--- config.mk ---
export PLATFORM = sky130hd
export DESIGN_NAME = psab_blend
export DESIGN_NICKNAME = d
export VERILOG_FILES = /design/src/sv/psab_pkg.sv /design/src/sv/psab_blend.sv
export SDC_FILE = /design/constraint.sdc
export NUM_CORES = 1
export LEC_CHECK = 0
export BUFFER_PORTS_ARGS = -buffer_cell sky130_fd_sc_hd__buf_2
export CAP_MARGIN = 15
export CORE_MARGIN = 2
export CORE_UTILIZATION = 50
export CTS_BUF_LIST = sky130_fd_sc_hd__clkbuf_16
export DETAILED_ROUTE_END_ITERATION = 8
export GPL_TIMING_DRIVEN = 0
export PLACE_DENSITY = 0.7
export SLEW_MARGIN = 20
export SYNTH_ARGS = -nofsm -noshare
export SYNTH_HDL_FRONTEND = slang
export SYNTH_SLANG_ARGS = --single-unit
--- constraint.sdc ---
create_clock -name i_clk -period 6.3 [get_ports i_clk]
set_input_delay 1.26 -clock i_clk [delete_from_list [all_inputs] [get_ports i_clk]]
set_output_delay 1.26 -clock i_clk [all_outputs]
set_load 0.01 [all_outputs]
--- src/sv/psab_pkg.sv ---
package psab_pkg;

    localparam int SCREEN_WIDTH_DEF  = 640;
    localparam int SCREEN_HEIGHT_DEF = 480;
    localparam int SPRITE_MAX_DEF    = 1024;

    localparam int ADDR_W    = 19;
    localparam int COLOR_W   = 24;
    localparam int PAL_DEPTH = 256;
    localparam int PAL_AW    = 8;
    localparam int PADDR_W   = 5;

    localparam logic [8:0]  ALPHA_FULL = 9'd256;
    localparam logic [10:0] WIDTH_RST  = 11'd1;

    typedef enum logic [2:0] {
        REG_OFFSET_X     = 3'd0,
        REG_OFFSET_Y     = 3'd1,
        REG_SPRITE_WIDTH = 3'd2,
        REG_KEY_INDEX    = 3'd3,
        REG_MIRROR       = 3'd4,
        REG_ALPHA        = 3'd5,
        REG_RASTER_MODE  = 3'd6,
        REG_SCROLL       = 3'd7
    } t_reg;

    typedef struct packed {
        logic [11:0] offset_x;
        logic [11:0] offset_y;
        logic [10:0] sprite_width;
        logic [7:0]  key_index;
        logic        mirror;
        logic [8:0]  alpha;
        logic        raster_mode;
        logic [7:0]  scroll;
    } t_cfg;

    // Item state handed from placement to blending
    typedef struct packed {
        logic                keep;
        logic [10:0]         px;
        logic [ADDR_W-1:0]   row;
        logic [COLOR_W-1:0]  bg;
    } t_s2;

endpackage

--- src/sv/psab_blend.sv ---
module psab_blend (
    input  logic                          i_clk,
    input  logic                          i_rst_n,
    input  logic                          i_adv,
    input  logic                          i_valid,
    input  psab_pkg::t_s2                 i_s2,
    input  logic [psab_pkg::COLOR_W-1:0]  i_color,
    input  logic [8:0]                    i_alpha,
    output logic                          o_valid,
    output logic                          o_we,
    output logic [psab_pkg::ADDR_W-1:0]   o_addr,
    output logic [7:0]                    o_red,
    output logic [7:0]                    o_green,
    output logic [7:0]                    o_blue
);

    logic [8:0]  w_a;
    logic [8:0]  w_na;

    logic                        r3_v;
    logic                        r3_keep;
    logic [psab_pkg::ADDR_W-1:0] r3_addr;
    logic [16:0]                 r3_pc [3];
    logic [16:0]                 r3_pb [3];

    logic [16:0] w_sum [3];

    logic                        r4_v;
    logic                        r4_we;
    logic [psab_pkg::ADDR_W-1:0] r4_addr;
    logic [7:0]                  r4_col [3];

    // Saturate alpha above full scale
    always_comb begin
        w_a  = i_alpha[8] ? psab_pkg::ALPHA_FULL : i_alpha;
        w_na = psab_pkg::ALPHA_FULL - w_a;
    end

    always_ff @(posedge i_clk) begin
        if (!i_rst_n) begin
            r3_v <= 1'b0;
            r4_v <= 1'b0;
        end else if (i_adv) begin
            r3_v <= i_valid;
            r4_v <= r3_v;
        end
    end

    always_ff @(posedge i_clk) begin
        if (i_adv) begin
            r3_keep <= i_s2.keep;
            r3_addr <= i_s2.row + psab_pkg::ADDR_W'(i_s2.px);
            for (int k = 0; k < 3; k++) begin
                r3_pc[k] <= 17'(w_a) * 17'(i_color[8*k +: 8]);
                r3_pb[k] <= 17'(w_na) * 17'(i_s2.bg[8*k +: 8]);
            end
        end
    end

    always_comb begin
        for (int k = 0; k < 3; k++) begin
            w_sum[k] = r3_pc[k] + r3_pb[k];
        end
    end

    // Drop the payload to zero when nothing is written
    always_ff @(posedge i_clk) begin
        if (i_adv) begin
            r4_we   <= r3_keep;
            r4_addr <= r3_keep ? r3_addr : '0;
            for (int k = 0; k < 3; k++) begin
                r4_col[k] <= r3_keep ? w_sum[k][15:8] : 8'd0;
            end
        end
    end

    assign o_valid = r4_v;
    assign o_we    = r4_we;
    assign o_addr  = r4_addr;
    assign o_blue  = r4_col[0];
    assign o_green = r4_col[1];
    assign o_red   = r4_col[2];

endmodule

# Word level (Yosys, flattened, before mapping)
# Memory sizes are Yosys's and may differ from the RTL's.
# Cells that the tools add are included.
[classes]
multipliers = 6
mux = 6
addsub = 5
[ops]
columns = ["op", "count"]
rows = [
  ["9-bit by 8-bit multiplier with 17-bit output", 6],
  ["16-bit adder", 3],
  ["8-bit two-way mux", 3],
  ["19-bit by 11-bit adder with 19-bit output", 1],
  ["9-bit two-way mux", 1],
  ["9-bit subtractor, first input constant", 1],
  ["1-bit two-way mux", 2],
]
[totals]
memories = 3
ram_bits = 126
reg_bits = 42
[memory_table]
columns = ["memory", "words", "word_bits", "rd", "rd_ports_with_merged_regs", "wr", "line", "text"]
rows = [
  ["r3_pb", 3, 17, 3, 0, 3, "psab_blend.sv:24", "logic [16:0] r3_pb [3];"],
  ["r3_pc", 3, 17, 3, 0, 3, "psab_blend.sv:23", "logic [16:0] r3_pc [3];"],
  ["r4_col", 3, 8, 3, 0, 3, "psab_blend.sv:31", "logic [7:0] r4_col [3];"],
]

# Longest topological paths before layout
[logic_depth]
word_depth = 3
ltp_mapped = 26
mapped_depth_nobuf = 22

# Worst setup path before layout
# OpenSTA, ideal clock, no wires.
[synth_timing]
kind = "input port to flip-flop"
startpoint = "in i_alpha[0]"
endpoint = "mem r3_pb[1][15] (netlist: r3_pb[0][32]), data pin"
slack_ps = -565
stages = 22
required_time_ps = 6034
arrival_ps = 6599
cell_sequence = "nor2b_1 -> clkbuf_1 -> clkbuf_1 -> inv_1 -> ha_1 -> clkbuf_1 -> o2bb2ai_1 -> clkbuf_1 -> nand2_1 -> fa_1 -> fa_1 -> inv_1 -> fa_1 -> inv_1 -> fa_1 -> inv_1 -> ha_1 -> a21boi_1 -> o41a_1 -> a41o_1 -> o41ai_1 -> xnor2_1"
[synth_rtl]
columns = ["element", "line", "text"]
rows = [
  ["from (decl)", "psab_blend.sv:8", "input logic [8:0] i_alpha,"],
  ["to (decl)", "psab_blend.sv:24", ""],
]

==> impl_metrics.csv <==
group,metric,value,unit
synthesis,ys_ff_latch,162,
clock_tree,cts-root-buf,"clkbuf_16",
setup_path,start_kind,"primary input",
finish,multi_input_area,14560,sq um
sta,max_clock_freq,0.1603,GHz
global_route,track_usage,0.2319,
die,coreArea,40830,sq um
global_route,grt_max_degree,83,
synthesis,synth_edf_count,160,
setup_path,critPathMaxFanout,10,
global_route,grt_pass1_vias,16180,
die,initial_core_util,0.5069,
die,fp.dieW,207.5,microns
synthesis,yosysWarnings,0,
synthesis,ys.flop_type,"edfxtp_1",
clock_tree,ctsHoldBuffers,0,
global_route,grt_pass1_wl,80.34,mm
die,ioPinCount,137,
synthesis,synth_top_area_share,0.2389,
global_route,overflow,0,
synthesis,synth_cell_type_count,59,
sta,slew_headroom,0.4656,
setup_path,required,6.48,ns
finish,drive_gt1_frac,0.1118,
routing,vias_per_cell,5.271,
synthesis,syn_area,20700,sq um
sta,hold_viol,0,
flow_run,cap_viol_max_count,0,
place,gp_congestion,0.8906,
synthesis,synth.avg_cell_area,9.875,sq um
synthesis,synthCells,2096,
synthesis,seq_area_frac_synth,0.2341,
routing,wl,47.95,mm
sta,period_minus_slack,6.238,ns
sta,rsz0062_at_grt,"yes",
power_and_ir_drop,power.density,333.3,nW/um^2
power_and_ir_drop,power,7.712,mW
clock_tree,cts_made_buffers,17,
sta,worst_slew_pin_slew,0.8016,ns
routing,drt_first_pass_iters,5,
finish,final.fill_count,3468,
routing,drc_errors,0,
clock_tree,cts_tree,"done",
routing,postRouteAntennaNets,0,
sta,setup_viol,0,
die,die_h,207.5,microns
setup_path,path_class,"primary input to flop",
min_path,hold_class,"flop to flop",
setup_path,end_kind,"flop",
clock_tree,ctsLongestPathBuffers,2,
power_and_ir_drop,peakVddDrop,311.5,uV
finish,synthToLayoutAreaGrowth,11.79,%
setup_path,arrival,6.42,ns
sta,setup_tns,0,ns
sta,finalCritPeriodShare,0.9902,
synthesis,synth_nets,2699,
place,io_buffers,127,
clock_tree,clk_latency,0.45,ns
power_and_ir_drop,p_leak,11.10,nW
sta,final_max_slew_viol_count,0,
die,num_rows,74,
synthesis,synth_area_leaders,"fa_1 24%, edfxtp_1 23%, ha_1 16%, and2_1 9.2%, inv_1 6.4%",
routing,vias,14780,
global_route,antenna_found_initial,5,
synthesis,yosys.area.top_type,"fa_1",
place,hpwl,38.70,mm
synthesis,synthArstFlopShare,0,
routing,routedWlPerCell,17.09,microns
clock_tree,cts_sinks,162,
clock_tree,cts_max_level,4,
finish,fin_nets,2862,
die,die_area,43040,sq um
routing,drtIter0Drc,658,
sta,clock_skew,0.01227,ns
outcome,outcome,"complete, no violations",
clock_tree,cts.clk_slew.worst_paths,0.07,ns
finish,seqCellArea,4845,sq um
[area by class of cell]
class	count	area share
Buffer	55	0.01422
Tap cell	532	0.02877
Multi-Input combinational cell	1523	0.6293
Sequential cell	162	0.2094
Antenna cell	1	0.0001082
Clock inverter	15	0.007192
Timing Repair Buffer	146	0.03520
Inverter	354	0.05743
Clock buffer	17	0.01839
[what timing repair did]
item                                    4_1_cts  5_1_grt
buffers inserted                             12        6
endpoints found under the setup margin       29       11
pin swaps                                     5       22
gates resized for setup                      40       53
[synth_stat cells, types with 16 or more instances]
cell,count
fa_1,247
nor2_1,77
xor2_1,27
nor3_1,25
o21a_1,16
a21o_1,17
o21ai_0,44
ha_1,264
clkbuf_1,48
edfxtp_1,160
nand2_1,185
xnor2_1,90
inv_1,354
and2_1,304
nand3_1,25
a21oi_1,46
nor2b_1,24
[power breakdown]
part	switching (mW)	leakage, nW	internal, mW
Sequential	0.153	1.60	1.75
Clock	0.497	0.289	0.531
Combinational	2.64	9.21	2.14
[registers in the layout, summed over array words and instances (netlist names)]
register and count:
o_addr 19, o_valid 1, o_we 1, r3_addr 19, r3_keep 1, r3_pb 48, r3_pc 48, r3_v 1
r4_col 24
[per-layer routing]
metal | GRT usage | part of all wire | vias up
li1 | - | - | 7082
met1 | 0.2868 | 0.43 | 7298
met2 | 0.4087 | 0.50 | 314
met3 | 0.04418 | 0.049 | 80
met4 | 0.07438 | 0.026 | 10
met5 | 0 | 0.0013 | -
[worst paths after layout]
path | cells after the start | from | slack [ns] | endpoint
min | 1 | r3_addr[11] | 0.52 | o_addr[11]
max reg2reg | 8 | r3_pb[0][22] | 3.69 | r4_col[0][13]
max | 24 | i_alpha[1] | 0.06 | r3_pb[0][15]
min reg2reg | 1 | r3_addr[11] | 0.52 | o_addr[11]
[metrics by stage]
| step | setup WS [ns] | cell area, sq um | utilization | instances | hold slack, ns |
|---|---|---|---|---|---|
| after global placement | -1.324 | 22060 | 0.5404 | 2755 | 0.4944 |
| after floorplan | -0.008111 | 20760 | - | 2096 | 0.4824 |
| final | 0.06195 | 23140 | 0.5666 | 2805 | 0.5192 |
| after detailed placement | -1.368 | 22100 | 0.5413 | 2756 | 0.5050 |
| after CTS | 0.004372 | 22930 | 0.5615 | 2799 | 0.5206 |
| after global routing | -0.1370 | 23130 | 0.5666 | 2804 | 0.5409 |
[cells by family after synthesis]
logic type,synth area share
XOR/XNOR,0.04951
multiplexers,0.0009673
AO/OA/AOI/OAI,0.06565
flip-flops,0.2341
buffers and inverters,0.07526
adder cells (fa/ha/maj),0.3985
AND/OR/NAND/NOR,0.1760
[cells in the final DEF, fill, tap and decap left out, types with 13 or more instances in the layout]
cell type / netlist / routed
buf_4: 2 / 19
nor3b_1: 15 / 15
o21a_1: 16 / 15
o21ai_0: 44 / 36
buf_2: 0 / 126
nand2_1: 185 / 185
xnor2_1: 90 / 86
and2_1: 304 / 301
clkbuf_2: 0 / 13
inv_1: 354 / 354
ha_1: 264 / 254
nor2b_1: 24 / 18
clkbuf_1: 48 / 25
a21oi_1: 46 / 45
fa_1: 247 / 245
xor2_1: 27 / 27
nand3_1: 25 / 25
edfxtp_1: 160 / 160
a21o_1: 17 / 17
nor3_1: 25 / 23
nor2_1: 77 / 77
clkbuf_16: 0 / 19
[critical path, stage by stage]
cell and delay [ns]:
buf_2 0.12, nor2b_4 0.13, clkbuf_8 0.17, inv_1 0.10, ha_2 0.19, buf_8 0.14, nand3_1 0.09, o21ai_2 0.10
o2bb2ai_4 0.18, buf_8 0.15, nand2_1 0.07, fa_1 0.52, fa_1 0.54, inv_1 0.05, fa_1 0.48, inv_1 0.05
fa_1 0.47, inv_1 0.06, ha_4 0.22, a21boi_2 0.17, o41a_1 0.41, a41o_1 0.24, o41ai_4 0.34, xnor2_2 0.14
Power figures use the tool's default switching activity.
