$ cat src/sv/psab_pkg.sv
package psab_pkg;

    localparam int SCREEN_WIDTH_DEF  = 640;
    localparam int SCREEN_HEIGHT_DEF = 480;
    localparam int SPRITE_MAX_DEF    = 1024;

    localparam int ADDR_W    = 19;
    localparam int COLOR_W   = 24;
    localparam int PAL_DEPTH = 256;
    localparam int PAL_AW    = 8;
    localparam int PADDR_W   = 5;

    localparam logic [8:0]  ALPHA_FULL = 9'd256;
    localparam logic [10:0] WIDTH_RST  = 11'd1;

    typedef enum logic [2:0] {
        REG_OFFSET_X     = 3'd0,
        REG_OFFSET_Y     = 3'd1,
        REG_SPRITE_WIDTH = 3'd2,
        REG_KEY_INDEX    = 3'd3,
        REG_MIRROR       = 3'd4,
        REG_ALPHA        = 3'd5,
        REG_RASTER_MODE  = 3'd6,
        REG_SCROLL       = 3'd7
    } t_reg;

    typedef struct packed {
        logic [11:0] offset_x;
        logic [11:0] offset_y;
        logic [10:0] sprite_width;
        logic [7:0]  key_index;
        logic        mirror;
        logic [8:0]  alpha;
        logic        raster_mode;
        logic [7:0]  scroll;
    } t_cfg;

    // Item state handed from placement to blending
    typedef struct packed {
        logic                keep;
        logic [10:0]         px;
        logic [ADDR_W-1:0]   row;
        logic [COLOR_W-1:0]  bg;
    } t_s2;

endpackage

$ cat src/sv/psab_place.sv
module psab_place #(
    parameter int SCREEN_WIDTH  = psab_pkg::SCREEN_WIDTH_DEF,
    parameter int SCREEN_HEIGHT = psab_pkg::SCREEN_HEIGHT_DEF,
    parameter int SPRITE_MAX    = psab_pkg::SPRITE_MAX_DEF
) (
    input  logic                          i_clk,
    input  logic                          i_rst_n,
    input  logic                          i_adv,
    input  logic                          i_valid,
    input  logic                          i_op,
    input  logic [7:0]                    i_index,
    input  logic [9:0]                    i_src_x,
    input  logic [9:0]                    i_src_y,
    input  logic [psab_pkg::COLOR_W-1:0]  i_bg,
    input  psab_pkg::t_cfg                i_cfg,
    output logic [psab_pkg::PAL_AW-1:0]   o_entry,
    output logic                          o_valid,
    output psab_pkg::t_s2                 o_s2
);

    logic [13:0] w_sx;
    logic [13:0] w_px;
    logic [12:0] w_py;
    logic        w_keep;

    logic                         r1_v;
    logic                         r1_keep;
    logic [13:0]                  r1_px;
    logic [12:0]                  r1_py;
    logic [7:0]                   r1_idx;
    logic [psab_pkg::COLOR_W-1:0] r1_bg;

    logic                 w_onscreen;
    psab_pkg::t_s2        n2_s2;
    logic                 r2_v;
    psab_pkg::t_s2        r2_s2;

    // Stage 0: screen position in two's complement
    always_comb begin
        if (i_cfg.mirror) begin
            w_sx = {3'b0, i_cfg.sprite_width} - 14'd1 - {4'b0, i_src_x};
        end else begin
            w_sx = {4'b0, i_src_x};
        end
        w_px   = {{2{i_cfg.offset_x[11]}}, i_cfg.offset_x} + w_sx;
        w_py   = {i_cfg.offset_y[11], i_cfg.offset_y} + {3'b0, i_src_y};
        w_keep = i_op && (i_index != i_cfg.key_index) && (i_cfg.alpha != 9'd0) &&
                 (13'(i_src_x) < 13'(SPRITE_MAX)) && (13'(i_src_y) < 13'(SPRITE_MAX));
    end

    always_ff @(posedge i_clk) begin
        if (!i_rst_n) begin
            r1_v <= 1'b0;
            r2_v <= 1'b0;
        end else if (i_adv) begin
            r1_v <= i_valid;
            r2_v <= r1_v;
        end
    end

    always_ff @(posedge i_clk) begin
        if (i_adv) begin
            r1_keep <= w_keep;
            r1_px   <= w_px;
            r1_py   <= w_py;
            r1_idx  <= i_index;
            r1_bg   <= i_bg;
            r2_s2   <= n2_s2;
        end
    end

    // Stage 1: clip, palette entry, row base
    always_comb begin
        w_onscreen = !r1_px[13] && (r1_px[12:0] < 13'(SCREEN_WIDTH)) &&
                     !r1_py[12] && (r1_py[11:0] < 12'(SCREEN_HEIGHT));
        if (i_cfg.raster_mode) begin
            o_entry = r1_py[7:0] + {r1_py[5:0], 2'b00} + i_cfg.scroll;
        end else begin
            o_entry = r1_idx;
        end
        n2_s2.keep = r1_keep && w_onscreen;
        n2_s2.px   = r1_px[10:0];
        n2_s2.row  = psab_pkg::ADDR_W'(r1_py[10:0]) *
                     psab_pkg::ADDR_W'(SCREEN_WIDTH);
        n2_s2.bg   = r1_bg;
    end

    assign o_valid = r2_v;
    assign o_s2    = r2_s2;

endmodule

$ cat config.mk
export PLATFORM = sky130hd
export DESIGN_NAME = psab_place
export DESIGN_NICKNAME = d
export VERILOG_FILES = /design/src/sv/psab_pkg.sv /design/src/sv/psab_place.sv
export SDC_FILE = /design/constraint.sdc
export NUM_CORES = 1
export LEC_CHECK = 0
export BUFFER_PORTS_ARGS = -buffer_cell sky130_fd_sc_hd__buf_2
export CAP_MARGIN = 0
export CORE_ASPECT_RATIO = 1.25
export CORE_MARGIN = 1
export CORE_UTILIZATION = 30
export CTS_BUF_LIST = sky130_fd_sc_hd__clkbuf_8 sky130_fd_sc_hd__clkbuf_16
export CTS_CLUSTER_SIZE = 28
export DETAILED_ROUTE_END_ITERATION = 8
export PLACE_DENSITY_LB_ADDON = 0.2
export SYNTH_ARGS = -nofsm -noshare
export SYNTH_HDL_FRONTEND = slang
export SYNTH_SLANG_ARGS = --single-unit
$ cat constraint.sdc
create_clock -name i_clk -period 11.8 [get_ports i_clk]
set_clock_uncertainty 0.2 [all_clocks]
set_input_delay 2.36 -clock i_clk [delete_from_list [all_inputs] [get_ports i_clk]]
set_output_delay 2.36 -clock i_clk [all_outputs]
set_load 0.02 [all_outputs]
# Yosys cells after proc, flatten, opt, wreduce, memory -nomap -nowiden
# Cells that the tools add are included.
# totals
output_inout_bits	64
wordCells	32
regBits	110
# classes
n_reduce_logical	9
n_lt_le_gt_ge	2
n_addsub	6
muxes	2
eq_ne	1
n_mul	1
# op_table
cell	n
$add 8x8->8	2
$add 14x14->14	1
$mux 14	1
$add 12x11->13	1
$lt 13x10->1 const B	1
$sub 12x11->13	1
$lt 12x9->1 const B	1
$mul 11x3->12 const B	1
$sub 11x1->12 const B	1
$reduce_bool 9->1	1
$mux 8	1
$ne 8x8->1	1
$logic_and 1x1->1	6
$logic_not 1->1	2

# Depth between registers and ports, before layout
# Gate-level depths: netlist (run 1).
# logic_depth
ltp_word	5
depth_mapped	17
mapped_depth_nobuf	17

# Worst setup path before layout (run 1)
# Ideal clock, no wire load.
# synth_timing
kind	in2out
from	input port i_cfg[2] in the netlist's numbering
to	output port o_entry[7] in the netlist's numbering
n_path_buf	0
slack_ps	4892
arrival_time_ps	4348
stages	7
path_cell_list	fa_1 > fa_1 > a211oi_1 > o21bai_1 > a21oi_1 > xnor2_1 > a21oi_1
# synth_between
elab_chain_cells	2
# synth_rtl
item	line_no	text
start, declared	psab_place.sv:15	input psab_pkg::t_cfg i_cfg,
$add 8x8->8	psab_place.sv:77	o_entry = r1_py[7:0] + {r1_py[5:0], 2'b00} + i_cfg.scroll;
$mux 8	psab_place.sv:76	if (i_cfg.raster_mode) begin
end, declared	psab_place.sv:16	output logic [psab_pkg::PAL_AW-1:0] o_entry,
# No other way between the ends.

# Final worst setup path (run 1)
# Ends and elaborated chain as after synthesis.

==> impl_summary.md, run 1 <==
Route
The antenna violation net count after detailed routing is 0. In the routed design, unresolved DRC markers number 0. The via total after detailed routing is 4455. The first detailed-routing pass ran for 4 iterations. Wires add up to 13000 um. After detailed routing, the average wire length per cell comes to 13.6 um.

The number of vias per cell after detailed routing is 4.67. The violation count after the first detailed-route iteration is 236.

GRT
The via count of the first global-routing pass came to 4472. The initial antenna violation count was 1. The all-layer global routing usage is 12.2%.

The largest net degree at the start of global routing is 86. The global-route wire length before repair is 20900 um. The total grt overflow is 0.

Power and ir drop
The peak supply drop is 0.0684 mV. The leakage power summed over all cells is 3.27 nW. The power per standard cell area is 153 nW/um^2. Overall power consumption after layout is estimated at 0.00119 W.

STA
Setup violations remaining at the end of the flow were counted as 0. In the final timing run, aggregate negative setup slack is 0 ns. The worst path needs 7.13 ns of the cycle, external delays included.

The max-slew violation count was 0. The tightest slew margin relative to the limit is 29.8%. The final worst slack is 4.67 ns. The tightest hold path in the finished design has a slack of 0.221 ns.

For the pin with the worst max-slew slack, the measured transition is 1.05 ns. Setup repair after global routing left no endpoint under its margin. The highest clock frequency the design can meet is 140 MHz. The final period utilization is 60.4%. The total count of hold-check failures in the final report is 0.

Synthesis
Among all flip-flop cells after synthesis, the most frequent one is sky130_fd_sc_hd__edfxtp_1. The count of flip-flops with a built-in enable after synthesis is 108. The synthesized area is 6270 sq um. A synthesized cell averages 12.7 sq um. In this run, synthesis produced a sequential element count of 110. Counting every instance in the synthesized netlist gives 494.

The distinct cell type count after synthesis is 57. The share of the yosys chip area belonging to registers is 52.4%. The async set-or-reset flop fraction in the synthesized netlist is 0%. For this run, the number of Yosys warnings is 0.

Floorplanning
The floorplan step set the die height to 164 um. The die is 131 um wide. The floorplan step defined a core boundary enclosing 20300 sq um. The effective utilization at floorplan is 30.8%.

The die covers 21500 sq um. The top-level I/O count is 183. The number of cell rows is 58.

Worst setup path
Data on the critical path is required at its endpoint by 9.24 ns. Traced cell by cell, the critical path runs through buf_2, fa_1, fa_1, a211oi_1, o21bai_1, a21oi_1, xnor2_1, a21oi_1, buf_2. In this run the critical register-to-register path is launched from r1_py[3]$_DFFE_PP_. For this run, the slowest stage of the critical path takes 0.52 ns. The largest fanout on the critical path is 3.

The kind of cell adding the most delay to the critical path is adder cells. Across all register-to-register paths, the minimum setup slack is 8.85 ns. The endpoint class of the critical path is a primary output.

Counting cells, the worst reg-to-reg path comes to 8. The worst path buffer plus inverter count is 2. For this design, the slowest cell found on the critical path is sky130_fd_sc_hd__fa_1. The critical path start-end classification is in -> out. STA puts the critical path data arrival time at 4.57 ns. The worst register-to-register path ends at o_s2[42]$_DFFE_PP_. The launching element type of the critical path is an input port.

Clock network
The CTS tree is yes. After clock tree synthesis, the clock-pin slew on the worst setup and hold paths is 0.07 ns. Clock latency on the worst-skew pair, taken at its later pin, is 0.34 ns. The clock tree synthesis step divided the H-tree into 3 levels. The total clock sinks is 110. The clock root buffer is sky130_fd_sc_hd__clkbuf_16. Once the clock tree was built, the setup fixing pass inserted 0 buffers. The number of hold-repair buffers added at the cts stage is 0.

The total CTS buffers is 9. Post-CTS repair changed the size of 0 cells. In this run the deepest clock path goes through 2 buffers.

Final layout
The count of nets after finishing is 866. After filler insertion, the fill cell instance count of the layout stands at 2029. The library cell used most frequently in the layout, excluding fill and tap cells, is sky130_fd_sc_hd__buf_2. The ratio of cells with drive above 1 in the final layout is 29.6%. In the layout the commonest cells are sky130_fd_sc_hd__buf_2, sky130_fd_sc_hd__edfxtp_1, sky130_fd_sc_hd__ha_1. The area growth from synthesis to final layout is 23.5%.

The fraction of the core area covered by cells at the end of the flow is 38.1%.

Placed design
During placement, the flow inserted port buffers numbering 175. Once detailed placement completed, the half-perimeter wirelength came to 10300 um. Routability-driven placement finished with a final weighted congestion of 0.750. At the placement stage, the worst setup path has a slack of 4.65 ns.

Worst hold path
The startpoint identified for the worst hold timing path is r1_bg[7]$_DFFE_PP_. The endpoint of the worst hold-timing path is o_s2[7]$_DFFE_PP_. The min-delay analysis places its worst path in the category reg -> reg.

The count of cells along the worst hold path is 0.

Run status
The flow ran to the end, and the final reports show no timing, DRC or antenna violations.

Flow run
The number of maximum-capacitance violations is 0.
[worst register-to-register path, stage by stage, from the launching register on]
cell and delay, ns:
sky130_fd_sc_hd__edfxtp_1 0.51, sky130_fd_sc_hd__ha_1 0.34, sky130_fd_sc_hd__ha_1 0.23, sky130_fd_sc_hd__fa_1 0.41, sky130_fd_sc_hd__a21o_1 0.21, sky130_fd_sc_hd__a211oi_1 0.23
sky130_fd_sc_hd__nor2_1 0.10, sky130_fd_sc_hd__o41ai_1 0.31, sky130_fd_sc_hd__xnor2_1 0.14
[power breakdown]
group	internal, W	leakage, nW	switching, W
clock	0.000147	0.142	0.000139
sequential	0.000502	1.07	0.0000199
combinational	0.000162	2.06	0.000218
total	0.000810	3.27	0.000377
[how the worst max path moves through the flow]
stage | slack, ns | startpoint | cells past startpoint | to
floorplan | 4.89 | i_cfg[2] | 7 | o_entry[7]
global placement | 4.71 | i_cfg[2] | 9 | o_entry[7]
detailed placement | 4.65 | i_cfg[2] | 9 | o_entry[7]
CTS | 4.65 | i_cfg[2] | 9 | o_entry[7]
global route | 4.47 | i_cfg[2] | 9 | o_entry[7]
finish | 4.67 | i_cfg[2] | 9 | o_entry[7]
[state kept, by name, summed over array words and instances (netlist names)]
signal / flops
r1_py: 13
r1_bg: 24
r1_keep: 1
o_valid: 1
r1_idx: 8
o_s2: 48
r1_px: 14
r1_v: 1
[synth_stat cells, types with 2 or more instances]
cell type	count	area, sq um
sky130_fd_sc_hd__nor2b_1	8	50.1
sky130_fd_sc_hd__xnor2_1	28	245
sky130_fd_sc_hd__or3_4	2	22.5
sky130_fd_sc_hd__nor2_1	27	101
sky130_fd_sc_hd__clkbuf_1	2	7.51
sky130_fd_sc_hd__o211ai_1	4	30.0
sky130_fd_sc_hd__buf_4	7	52.6
sky130_fd_sc_hd__a21oi_1	30	150
sky130_fd_sc_hd__o21a_1	7	52.6
sky130_fd_sc_hd__nand2b_1	12	75.1
sky130_fd_sc_hd__o311ai_0	2	17.5
sky130_fd_sc_hd__nand2_1	15	56.3
sky130_fd_sc_hd__nor4_1	5	31.3
sky130_fd_sc_hd__o22ai_1	2	12.5
sky130_fd_sc_hd__nor3_1	9	45.0
sky130_fd_sc_hd__o41ai_1	3	26.3
sky130_fd_sc_hd__a211oi_1	6	45.0
sky130_fd_sc_hd__nor4b_1	2	17.5
sky130_fd_sc_hd__a41oi_1	3	26.3
sky130_fd_sc_hd__o31ai_1	3	22.5
sky130_fd_sc_hd__nand3_1	6	30.0
sky130_fd_sc_hd__mux2i_1	3	30.0
sky130_fd_sc_hd__o2111ai_1	3	26.3
sky130_fd_sc_hd__a31oi_1	5	31.3
sky130_fd_sc_hd__a21o_1	12	90.1
sky130_fd_sc_hd__fa_1	10	200
sky130_fd_sc_hd__xor2_1	22	193
sky130_fd_sc_hd__edfxtp_1	108	3240
sky130_fd_sc_hd__nand3b_1	2	15.0
sky130_fd_sc_hd__nand4b_1	2	17.5
sky130_fd_sc_hd__inv_1	22	82.6
sky130_fd_sc_hd__nor3b_1	2	15.0
sky130_fd_sc_hd__nand4_1	2	12.5
sky130_fd_sc_hd__o21bai_1	6	45.0
sky130_fd_sc_hd__dfxtp_1	2	40.0
sky130_fd_sc_hd__ha_1	59	738
sky130_fd_sc_hd__or3_1	3	18.8
sky130_fd_sc_hd__a2111o_1	2	22.5
sky130_fd_sc_hd__o21ai_0	23	115
sky130_fd_sc_hd__mux2_2	6	67.6
[cell families (layout without fill, tap and decap cells)]
logic type / after synthesis / count (layout) / share of synthesized area [%]
AOI/OAI and AO/OA: 121 / 121 / 12.9
DFF: 110 / 110 / 52.4
and+or+nand+nor: 102 / 102 / 8.86
adders and majority gates: 69 / 69 / 15.0
xor gates and xnor gates: 50 / 50 / 6.99
buffers and inverters: 32 / 215 / 2.34
muxes: 9 / 9 / 1.56
other: 1 / 8 / 0.0598
[stage by stage]
| step | std cells | area (sq um) |
|---|---|---|
| after detailed placement | 937 | 7450 |
| after floorplan | 500 | 6290 |
| after CTS | 953 | 7740 |
| after global routing | 954 | 7740 |
| final | 954 | 7740 |
| after global placement | 937 | 7450 |
[final cells by class]
class                   instances  area, sq um  share of cell area (%)
clock inverters                 7         61.3                   0.792
multi-input cells             358         2860                    37.0
repair buffers                176          886                    11.4
well taps                     270          338                    4.36
diodes                          1         2.50                  0.0323
clock buffers                   9          225                    2.91
flip-flops and latches        110         3280                    42.4
inverters                      23         86.3                    1.11
[routing by layer]
metal | track usage, % | wire (um) | up-vias | share of wire [%]
met5 | 0 | 0 | - | 0
met4 | 5.18 | 265 | 0 | 2.0
met3 | 1.92 | 498 | 19 | 3.8
met2 | 22.4 | 6690 | 117 | 52
met1 | 14.0 | 5530 | 2074 | 43
li1 | - | - | 2245 | -
Note: power is estimated with default switching activity, not from simulation.
==> run 2: changes to the inputs <==
==> constraint.sdc (replaced) <==
create_clock -name i_clk -period 7.1 [get_ports i_clk]
set_clock_uncertainty 0.2 [all_clocks]
set_input_delay 1.42 -clock i_clk [delete_from_list [all_inputs] [get_ports i_clk]]
set_output_delay 1.42 -clock i_clk [all_outputs]
set_load 0.02 [all_outputs]
==> run 2 against run 1 <==
  * Non-clock buffer count unchanged
  * Combinational power is 66% higher
  * Clock power increased by 65%
  * Critical path type is now in -> reg
  * Cell area hardly changed
  * Highest routed layer unchanged
  * Sequential share of layout area about the same
  * Routed wire length up 1.6%
==> impl_summary.md, run 2 (synthesis gave the netlist of run 1 again) <==
Placed design
After detailed placement, the total cell area comes to 7450 sq um. The final weighted congestion in routability-driven placement is 0.751. Buffers placed on the I/O ports in this run total 175. Timing analysis after detailed placement gives a worst setup slack of 1.53 ns. The detailed placer's ending HPWL is 10500 um.

GRT
The initial antenna violation count came to 0. The total grt overflow is 0. The all-layer global routing usage is 12.4%. The largest net degree at the start of global routing is 61.

The via count of the first global-routing pass is 4503. The global-route wire length before repair is 21100 um.

Floorplanning
The x dimension of the die is 131 um. The initial utilization of the core area, before any placement, comes to 30.8%. The number of cell rows is 58.

The die boundary height is 164 um. The area of the die is 21500 sq um. The region available for standard cell placement spans 20300 sq um. The top-level I/O count is 183.

Power and ir drop
For this design the ratio of total power to cell area is 255 nW/um^2. The peak supply drop is 0.148 mV. The share of total power dissipated in the clock network is 23.9%. In this run switching power makes up 31.7% of total power. The leakage power summed over all cells is 3.27 nW.

Cell internal power was estimated by the tool at 0.00134 W. The share of total power dissipated in combinational logic is 32.0%. For this design the total switching power over the nets is 0.000626 W. The portion of total power attributed to sequential cells is 44.0%.

Final layout
The library cells used most frequently in the layout, excluding fill and tap cells, are sky130_fd_sc_hd__buf_2, sky130_fd_sc_hd__edfxtp_1, sky130_fd_sc_hd__ha_1. Leaving out fill and tap cells, the most frequent cell in the layout is sky130_fd_sc_hd__buf_2. The flip-flop count of the largest register after layout is 48.

From synthesis to final layout, the design area changed by 23.4%. The filler cell count in the final layout is 2015. 0 antenna diodes ended up in the layout. The post-route netlist has 29.6% of its cells at a drive strength greater than 1.

The final instance area is 7740 sq um. The count of nets after finishing is 866.

Route
The final routed DRC violation total is 0. In the final routed layout, each cell accounts on average for 13.8 um. The detailed router finished its first iteration with 171 violations. The routed design has 13200 um of wire. In the routed layout, each cell is associated on average with a via count of 4.66. The first detailed-routing pass ran for 4 iterations. The via total after detailed routing is 4437. In this run the remaining antenna-violating nets after routing total 0.

Worst setup path
The start point of the critical path is i_cfg[31]. The worst path arrival time is 5.19 ns. The startpoint identified for the worst register-to-register timing path is r1_py[3]$_DFFE_PP_. Along the worst path, the maximum fanout reaches 6. The worst setup path is launched from an input port. STA puts the critical path data required time at 6.99 ns. The endpoint class of the critical path is a register. The critical path is of the in -> reg type.

Clock network
After clock tree synthesis, the repair step resized 0 gates. The number of hold-repair buffers added at the cts stage is 0. The clock root buffer is sky130_fd_sc_hd__clkbuf_16. For the worst-skew pair, the clock arrives at the later sink with an insertion delay of 0.34 ns. Clock tree synthesis found a total of 110 sinks. In this run the post-CTS setup repair buffer count came out at 0. In this run the deepest clock path goes through 2 buffers. The clock transition time at the flip-flop clock pins of the worst setup and hold paths is 0.07 ns. The H-tree generated during clock tree synthesis spans 3 levels. The CTS tree is yes. The total CTS buffers is 9.

STA
The highest clock frequency the design can meet is 189 MHz. The post-route worst hold slack is 0.218 ns. Setup repair after global routing left no endpoint under its margin. The worst pin sits at a relative slew slack of 50.1%. Counting I/O delays and the setup requirement, the final critical path takes 5.29 ns. The max-slew violation count is 0. The final-report setup violation count is 0.

In the finished design, the share of the clock period the worst path needs comes to 74.6%. The slew at the pin with the worst max-slew slack is 0.749 ns. The total negative slack is 0 ns. The total count of hold-check failures in the final report is 0. The final worst slack is 1.81 ns.

Flow run
The tool flagged a number of max-cap violations equal to 0.

Worst hold path
The worst hold path belongs to the class reg -> reg. In this run the most critical hold path is launched from r1_bg[15]$_DFFE_PP_.

Run status
The flow ran to the end, and the final reports show no timing, DRC or antenna violations.
-- run 2: cell types whose count changed in the layout (fill, tap and decap cells not counted), sizes merged --
cell	previous run	this run
diode	1	0
-- run 2: final timing paths --
kind | endpoint | slack (ns) | cells after the start
min | o_s2[15]$_DFFE_PP_ | 0.22 | 0
max reg2reg | o_s2[42]$_DFFE_PP_ | 4.13 | 8
min reg2reg | o_s2[15]$_DFFE_PP_ | 0.22 | 0
max | r1_px[10]$_DFFE_PP_ | 1.81 | 16
-- run 2: area by class of cell --
cell class	count	area, sq um	area share, %
multi-input combinational	358	2860	37.0
clock inverter	7	56.3	0.728
sequential	110	3280	42.4
inverter	23	86.3	1.12
tap	270	338	4.37
clock buffer	9	225	2.91
timing repair buffer	176	886	11.5
-- run 2: power by group through the flow --
stage          Clock (W)  Sequential, W  Combinational [W]
2_1_floorplan          0       0.000931           0.000386
3_5_place_dp           0       0.000886           0.000631
3_3_place_gp           0       0.000882           0.000619
6_report        0.000471       0.000868           0.000631
4_1_cts         0.000495       0.000870           0.000636
5_1_grt         0.000513       0.000878           0.000707
-- run 2: through the flow --
stage,power (W),instances,utilization (%)
final,0.00197,953,38.1
after global routing,0.00210,953,38.1
after CTS,0.00200,953,38.1
after detailed placement,0.00152,937,36.7
after global placement,0.00150,937,36.7
after floorplan,0.00132,500,-
-- run 2: critical path, stage by stage --
cell	delay, ns
sky130_fd_sc_hd__buf_2	0.11
sky130_fd_sc_hd__or3_4	0.40
sky130_fd_sc_hd__or4_4	0.45
sky130_fd_sc_hd__nor2_1	0.13
sky130_fd_sc_hd__xor2_1	0.16
sky130_fd_sc_hd__ha_1	0.31
sky130_fd_sc_hd__a2111o_1	0.41
sky130_fd_sc_hd__o2111ai_1	0.30
sky130_fd_sc_hd__a21oi_1	0.11
sky130_fd_sc_hd__nor3b_1	0.22
sky130_fd_sc_hd__ha_1	0.32
sky130_fd_sc_hd__nand2b_1	0.12
sky130_fd_sc_hd__nor2_1	0.05
sky130_fd_sc_hd__a31oi_1	0.13
sky130_fd_sc_hd__o311ai_0	0.17
sky130_fd_sc_hd__a311o_1	0.35
-- run 2: metal layers --
metal  share of wire, %  global-route usage (%)  vias to the layer above
li1                   -                       -                     2246
met4                3.1                    6.61                        0
met5                  0                       0                        -
met3                4.0                    2.08                       25
met1                 42                    14.2                     2057
met2                 51                    22.2                      109
